==> src/hw/rtl/quoted_printable_encoder_defines.svh <==
// assertion macros for the quoted-printable encoder rtl
`ifndef QUOTED_PRINTABLE_ENCODER_DEFINES_SVH
`define QUOTED_PRINTABLE_ENCODER_DEFINES_SVH

// same-cycle implication, checked out of reset
`define QPE_ASSERT_IMP(label, pre, post, msg) \
  label: assert property (@(posedge clk_i) disable iff (!rst_ni) (pre) |-> (post)) \
    else $error(msg);

// next-cycle implication, checked out of reset
`define QPE_ASSERT_NXT(label, pre, post, msg) \
  label: assert property (@(posedge clk_i) disable iff (!rst_ni) (pre) |=> (post)) \
    else $error(msg);

`endif

==> src/hw/rtl/qpe_pkg.sv <==
// types, character codes and helpers for the quoted-printable encoder
package qpe_pkg;

  typedef logic [7:0] char_t;

  localparam int unsigned MaxChars = 6;

  localparam char_t ChCr     = 8'd13;
  localparam char_t ChLf     = 8'd10;
  localparam char_t ChEq     = 8'd61;
  localparam char_t ChDot    = 8'd46;
  localparam char_t LitLoA   = 8'd32;
  localparam char_t LitHiA   = 8'd60;
  localparam char_t LitLoB   = 8'd62;
  localparam char_t LitHiB   = 8'd126;
  localparam char_t LimitRst = 8'd73;

  // expanded characters of one request, lowest index goes out first
  typedef struct packed {
    logic [MaxChars-1:0][7:0] chars;
    logic [2:0]               len;
    logic [7:0]               count;
  } seq_t;

  function automatic char_t hex_char(input logic [3:0] nib);
    char_t res;
    if (nib < 4'd10) begin
      res = {4'h0, nib} + 8'h30;
    end else begin
      res = {4'h0, nib} + 8'h37;
    end
    return res;
  endfunction

endpackage

==> src/hw/rtl/quoted_printable_encoder.sv <==
// quoted-printable body encoder top level
//
//   channel  dir  handshake            payload
//   in       in   in_valid/in_ready    in_byte_i
//   cfg      in   cfg_valid/cfg_ready  line_limit_i
//   out      out  out_valid/out_ready  out_byte_o, out_last_o
//
// a request waits in the input register; its characters leave the result register one
// a cycle while out_ready_i is high, and the next request waits until the last leaves:
// lone literal bytes run at one a cycle then; a soft break, an escape or a line feed
// holds it until all leave. a carriage return produces nothing and needs no room.
// reset clears the column count, the limit returns to 73, both stages empty.
// a stalled output keeps the input register full until its characters drain.
module quoted_printable_encoder (
  input  logic       clk_i,
  input  logic       rst_ni,
  input  logic       in_valid_i,
  output logic       in_ready_o,
  input  logic [7:0] in_byte_i,
  input  logic       cfg_valid_i,
  output logic       cfg_ready_o,
  input  logic [7:0] line_limit_i,
  output logic       out_valid_o,
  input  logic       out_ready_i,
  output logic [7:0] out_byte_o,
  output logic       out_last_o
);
  import qpe_pkg::*;
  `include "quoted_printable_encoder_defines.svh"

  logic       in_valid_q, in_valid_d;
  logic [7:0] in_byte_q, in_byte_d;
  logic [7:0] count_q, count_d;
  logic [7:0] limit_q, limit_d;
  seq_t       seq;
  logic       free;
  logic       move;
  logic       load;
  logic [2:0] rem;

  qpe_expand u_expand (
    .byte_i  (in_byte_q),
    .count_i (count_q),
    .limit_i (limit_q),
    .seq_o   (seq)
  );

  qpe_serial u_serial (
    .clk_i       (clk_i),
    .rst_ni      (rst_ni),
    .load_i      (load),
    .seq_i       (seq),
    .free_o      (free),
    .rem_o       (rem),
    .out_valid_o (out_valid_o),
    .out_ready_i (out_ready_i),
    .out_byte_o  (out_byte_o),
    .out_last_o  (out_last_o)
  );

  // a carriage return needs no room in the result register
  assign move        = in_valid_q && ((seq.len == 3'd0) || free);
  assign load        = move && (seq.len != 3'd0);
  assign in_ready_o  = !in_valid_q || move;
  assign cfg_ready_o = 1'b1;

  always_comb begin
    in_valid_d = in_valid_q;
    in_byte_d  = in_byte_q;
    count_d    = count_q;
    limit_d    = limit_q;
    if (move) begin
      in_valid_d = 1'b0;
      count_d    = seq.count;
    end
    if (in_valid_i && in_ready_o) begin
      in_valid_d = 1'b1;
      in_byte_d  = in_byte_i;
    end
    if (cfg_valid_i && cfg_ready_o) begin
      limit_d = line_limit_i;
    end
  end

  always_ff @(posedge clk_i or negedge rst_ni) begin
    if (!rst_ni) begin
      in_valid_q <= 1'b0;
      count_q    <= 8'd0;
      limit_q    <= LimitRst;
    end else begin
      in_valid_q <= in_valid_d;
      count_q    <= count_d;
      limit_q    <= limit_d;
    end
  end

  always_ff @(posedge clk_i) begin
    in_byte_q <= in_byte_d;
  end

  `QPE_ASSERT_IMP(a_rem_range, out_valid_o, (rem >= 3'd1) && (rem <= 3'd6),
    "result register holds an impossible character count")
  `QPE_ASSERT_NXT(a_in_hold, in_valid_q && !move, in_valid_q && $stable(in_byte_q),
    "input register lost a request while the result register was busy")
  `QPE_ASSERT_NXT(a_lf_clear, move && (in_byte_q == ChLf), count_q == 8'd0,
    "line feed did not clear the column count")
  `QPE_ASSERT_NXT(a_soft_break,
    move && (count_q > limit_q) && (in_byte_q != ChCr) && (in_byte_q != ChLf),
    count_q <= 8'd3, "soft break did not restart the column count")

endmodule

==> src/hw/rtl/qpe_expand.sv <==
// turns one body byte and the column count into its encoded characters
module qpe_expand (
  input  logic [7:0]    byte_i,
  input  logic [7:0]    count_i,
  input  logic [7:0]    limit_i,
  output qpe_pkg::seq_t seq_o
);
  import qpe_pkg::*;

  logic       brk;
  logic       lit;
  logic [7:0] base;
  logic [8:0] sum;
  logic [7:0] sat;

  always_comb begin
    brk  = count_i > limit_i;
    lit  = (byte_i inside {[LitLoA:LitHiA], [LitLoB:LitHiB]}) && (byte_i != ChDot);
    base = brk ? 8'd0 : count_i;
    sum  = {1'b0, base} + (lit ? 9'd1 : 9'd3);
    sat  = sum[8] ? 8'hff : sum[7:0];
  end

  always_comb begin
    seq_o       = '0;
    seq_o.count = count_i;
    if (byte_i == ChCr) begin
      seq_o.len = 3'd0;
    end else if (byte_i == ChLf) begin
      seq_o.chars[0] = ChCr;
      seq_o.chars[1] = ChLf;
      seq_o.len      = 3'd2;
      seq_o.count    = 8'd0;
    end else if (brk) begin
      // soft break ahead of the byte
      seq_o.chars[0] = ChEq;
      seq_o.chars[1] = ChCr;
      seq_o.chars[2] = ChLf;
      seq_o.count    = sat;
      if (lit) begin
        seq_o.chars[3] = byte_i;
        seq_o.len      = 3'd4;
      end else begin
        seq_o.chars[3] = ChEq;
        seq_o.chars[4] = hex_char(byte_i[7:4]);
        seq_o.chars[5] = hex_char(byte_i[3:0]);
        seq_o.len      = 3'd6;
      end
    end else begin
      seq_o.count = sat;
      if (lit) begin
        seq_o.chars[0] = byte_i;
        seq_o.len      = 3'd1;
      end else begin
        seq_o.chars[0] = ChEq;
        seq_o.chars[1] = hex_char(byte_i[7:4]);
        seq_o.chars[2] = hex_char(byte_i[3:0]);
        seq_o.len      = 3'd3;
      end
    end
  end

endmodule

==> src/hw/rtl/qpe_serial.sv <==
// result register: holds the expanded characters and hands them out one a cycle while out_ready_i is high
module qpe_serial (
  input  logic          clk_i,
  input  logic          rst_ni,
  input  logic          load_i,
  input  qpe_pkg::seq_t seq_i,
  output logic          free_o,
  output logic [2:0]    rem_o,
  output logic          out_valid_o,
  input  logic          out_ready_i,
  output logic [7:0]    out_byte_o,
  output logic          out_last_o
);
  import qpe_pkg::*;

  logic [MaxChars-1:0][7:0] chars_q, chars_d;
  logic [2:0]               rem_q, rem_d;
  logic                     fire;

  assign fire        = out_valid_o && out_ready_i;
  assign out_valid_o = rem_q != 3'd0;
  assign out_byte_o  = chars_q[0];
  assign out_last_o  = rem_q == 3'd1;
  // empty, or the last character leaves this cycle
  assign free_o      = (rem_q == 3'd0) || (out_last_o && out_ready_i);
  assign rem_o       = rem_q;

  always_comb begin
    chars_d = chars_q;
    rem_d   = rem_q;
    if (load_i) begin
      chars_d = seq_i.chars;
      rem_d   = seq_i.len;
    end else if (fire) begin
      chars_d[MaxChars-2:0] = chars_q[MaxChars-1:1];
      chars_d[MaxChars-1]   = '0;
      rem_d                 = rem_q - 3'd1;
    end
  end

  always_ff @(posedge clk_i or negedge rst_ni) begin
    if (!rst_ni) begin
      rem_q <= 3'd0;
    end else begin
      rem_q <= rem_d;
    end
  end

  always_ff @(posedge clk_i) begin
    chars_q <= chars_d;
  end

endmodule

==> config.mk <==
export PLATFORM = sky130hd
export DESIGN_NAME = quoted_printable_encoder
export DESIGN_NICKNAME = d
export VERILOG_FILES = /design/src/hw/rtl/qpe_pkg.sv /design/src/hw/rtl/quoted_printable_encoder.sv /design/src/hw/rtl/qpe_expand.sv /design/src/hw/rtl/qpe_serial.sv
export VERILOG_INCLUDE_DIRS = /design/src /design/src/hw/rtl
export SDC_FILE = /design/constraint.sdc
export NUM_CORES = 1
export LEC_CHECK = 0
export BUFFER_PORTS_ARGS = -buffer_cell sky130_fd_sc_hd__buf_2
export CELL_PAD_IN_SITES_DETAIL_PLACEMENT = 1
export CELL_PAD_IN_SITES_GLOBAL_PLACEMENT = 1
export CORE_MARGIN = 10
export CORE_UTILIZATION = 35
export DETAILED_ROUTE_END_ITERATION = 7
export GPL_TIMING_DRIVEN = 0
export PLACE_DENSITY = 0.59
export RECOVER_POWER = 100
export SETUP_SLACK_MARGIN = 0.15
export SLEW_MARGIN = 20
export SYNTH_ARGS = -nofsm -noshare
export SYNTH_HDL_FRONTEND = slang
export SYNTH_HIERARCHICAL = 1
export SYNTH_SLANG_ARGS = --single-unit
==> constraint.sdc <==
create_clock -name clk_i -period 5.1 [get_ports clk_i]
set_input_delay 0 -clock clk_i [delete_from_list [all_inputs] [get_ports clk_i]]
set_output_delay 0 -clock clk_i [all_outputs]
set_load 0.03 [all_outputs]
==> run metrics <==
status finished, final reports clean; final wirelength approximately 11000 um; largest net degree at the start of global routing between 40 and 50; fin crit share ~88%; initial antenna violation count 0; Worst EP required 5080 ps; clk buf depth 2; Clk pin slew, worst setup/hold paths 60 ps; TritonCTS buffer count 9; die width around 130 um; worst r2r dst u_serial/out_byte_o[3]$_DFFE_PP_; Critical Path Sink Type flop; share of cells above drive strength 1 26.26%; total gr overflow 0; CP Max Fanout 48; DRC viols 0; Port Buffers 30; Starting Density 35.90%; Via density about 5; Die Height between 100 and 150 um; top cells by area, synth edfxtp_1 (37%), mux2_2 (9.4%), dfrtp_1 (9.4%); Comb pwr share 46.3%; sequential fraction of the synthesis area 48.05%; total number of yosys warnings 6; Max Fclk 224.1 MHz; final-report hold violation count 0; Max rail drop VDD 0.2729 mV; first-pass GRT wire length between 15000 and 20000 um; Max-slew headroom 22.61%; Main synth FF type edfxtp_1; Worst EP arrival 4440 ps; Syn Area/Cell around 12 sq um; RSZ-0062 raised after global routing no; Filler cells around 1.4k; Final Setup Violations 0; power per cell area roughly 650 nW/um^2; startpoint types flop; Setup Fix Bufs, Post-CTS 0; Layout Cell Area excl Fill about 5300 sq um; leakage 2.131 nW; Internal 2.128 mW; overall power around 3.5 mW; skew final 6.999 ps; sequential share of power around a third; top-area cell type share of the netlist area 36.96%; Site Rows between 40 and 50; hold path endpoint limit_q[5]$_DFFE_PN0P_; number of max-cap violations 0; 1st-iter DRT viols 193; Die ar. 17960 sq um; R2R Setup Slk 640 ps; Slew Limit Fails 0; Slew @ Worst Pin approximately 1200 ps; net switching fraction of the power 38.52%; most frequent cells in the layout edfxtp_1 (56), mux2_2 (38), nor2_1 (26); R2R depth 14; ANT nets after route 0; synthesized area ~4500 sq um; CTS tree built; drt first pass iters 4; dpl hpwl 7827 um; Synth cell types 60; min cycle time layout 4463 ps; depth of the worst hold-timing path 2; Async SR Flop Fraction 26.32%; Worst Min Path Start cfg_valid_i; placer congestion estimate 0.7678; Clock Sinks 76; commonest non-fill, non-tap cell in the layout edfxtp_1; kind of critical path flop to flop; clock share of power 18.9%; final core occ 42.11%; fin nets 494; via count 3099; clk_lat worst skew 340 ps; CTS root buffer clkbuf_16; Post-synth EDFFs 56; post-synthesis register bit count 76; Post-Synthesis Cells 388; H-tree depth 3; GRT Total Usage 12.78%; core box area 12670 sq um; Min-Delay Path Class input port to flop; sw power around 1.3 mW; io pins 33; area growth from synthesis to layout 17.27%; post-synth top area cell edfxtp_1; # diodes 0; routed length per instance ~18 um; vias in the first global route 3272; Worst R2R Start in_byte_q[5]$_DFFE_PP_; Post-DP Area 4941 sq um
## power by group through the flow
stage	registers, mW	clock network, mW	logic [mW]
2_1_floorplan	1.18	0	1.32
3_3_place_gp	1.23	0	1.68
3_5_place_dp	1.22	0	1.72
4_1_cts	1.21	0.669	1.74
5_1_grt	1.24	0.695	1.77
6_report	1.21	0.653	1.60
## per-stage QoR
stage	setup TNS [ps]	worst slack, ps	cells	hold slack (ps)
floorplan	0	882.4	393	-295.6
global placement	-24700	-516.5	595	-9.574
detailed placement	0	769.7	595	-2.142
CTS	0	733.0	629	67.02
global route	0	251.5	629	72.57
finish	0	637.3	629	67.82
## logic make-up after synthesis
logic type,after synthesis,synth area share (%)
simple gates,116,14.27
buf+inv,55,6.793
other cells,2,0.1651
mux,57,15.57
fa+ha+maj,21,5.941
compound gates,59,8.829
flops,76,48.05
xor+xnor,2,0.3851
## synthesized netlist by cell type (all sizes together), types with 2 or more instances
cell type  instances
edfxtp            56
mux2              56
buf               29
nor2              26
a21oi             22
inv               21
ha                20
nand2             20
nor3              18
dfrtp             17
o21ai             13
and2              10
nor2b              9
nand3              8
nand4              6
clkbuf             5
nor3b              4
a211oi             3
a31oi              3
dfstp              3
nand2b             3
or2                3
a221o              2
a22o               2
and3               2
conb               2
nor4b              2
o21a               2
o31a               2
xnor2              2
## flip-flops by register name, indices dropped and copies added (netlist names)
register / flops
u_serial/chars_q: 40
count_q: 8
in_byte_q: 8
limit_q: 8
u_serial/out_byte_o: 8
u_serial/rem_o: 3
in_valid_q: 1
## layer usage
layer	track usage [%]	routed length [um]	up-vias
met5	0	0	-
met4	5.260	177	0
met3	2.577	376	10
met2	19.93	5071	42
met1	16.88	5454	1530
li1	-	-	1517
## worst max-delay path, stage by stage (launching register included)
cell and delay, ps:
edfxtp_1 490, inv_1 270, ha_1 200, nor3b_2 250, nand4b_1 340, and2_0 270, buf_2 190, nand2_2 210
inv_1 160, nor3_4 290, o21ai_4 150, nor2_1 260, buf_6 200, buf_6 180, nand2b_4 570
## worst max path at each step
stage / slack, ps / endpoint / start / cells after the start
floorplan: 880 / u_serial/chars_q[10]$_DFFE_PP_ / in_byte_q[1]$_DFFE_PP_ / 14
global placement: -520 / u_serial/out_byte_o[7]$_DFFE_PP_ / in_byte_q[5]$_DFFE_PP_ / 14
detailed placement: 770 / u_serial/out_byte_o[7]$_DFFE_PP_ / in_byte_q[5]$_DFFE_PP_ / 14
CTS: 730 / u_serial/chars_q[16]$_DFFE_PP_ / in_byte_q[5]$_DFFE_PP_ / 14
global route: 250 / u_serial/chars_q[11]$_DFFE_PP_ / in_byte_q[5]$_DFFE_PP_ / 14
finish: 640 / u_serial/out_byte_o[3]$_DFFE_PP_ / in_byte_q[5]$_DFFE_PP_ / 14
## what timing repair did
action,4_1_cts,5_1_grt
hold buffers,18,0
resized for setup,0,0
hold endpoints to repair,37,0
## layout make-up
cell class              count  area [sq um]  area share, %
flip-flops and latches     76          2186          40.97
multi-input cells         262          2018          37.83
repair buffers             48         316.6          5.933
clock buffers               9         225.2          4.221
plain buffers              34         217.7          4.081
well taps                 172         215.2          4.034
inverters                  21         81.33          1.524
clock inverters             7         75.07          1.407
Power figures use the tool's default switching activity.
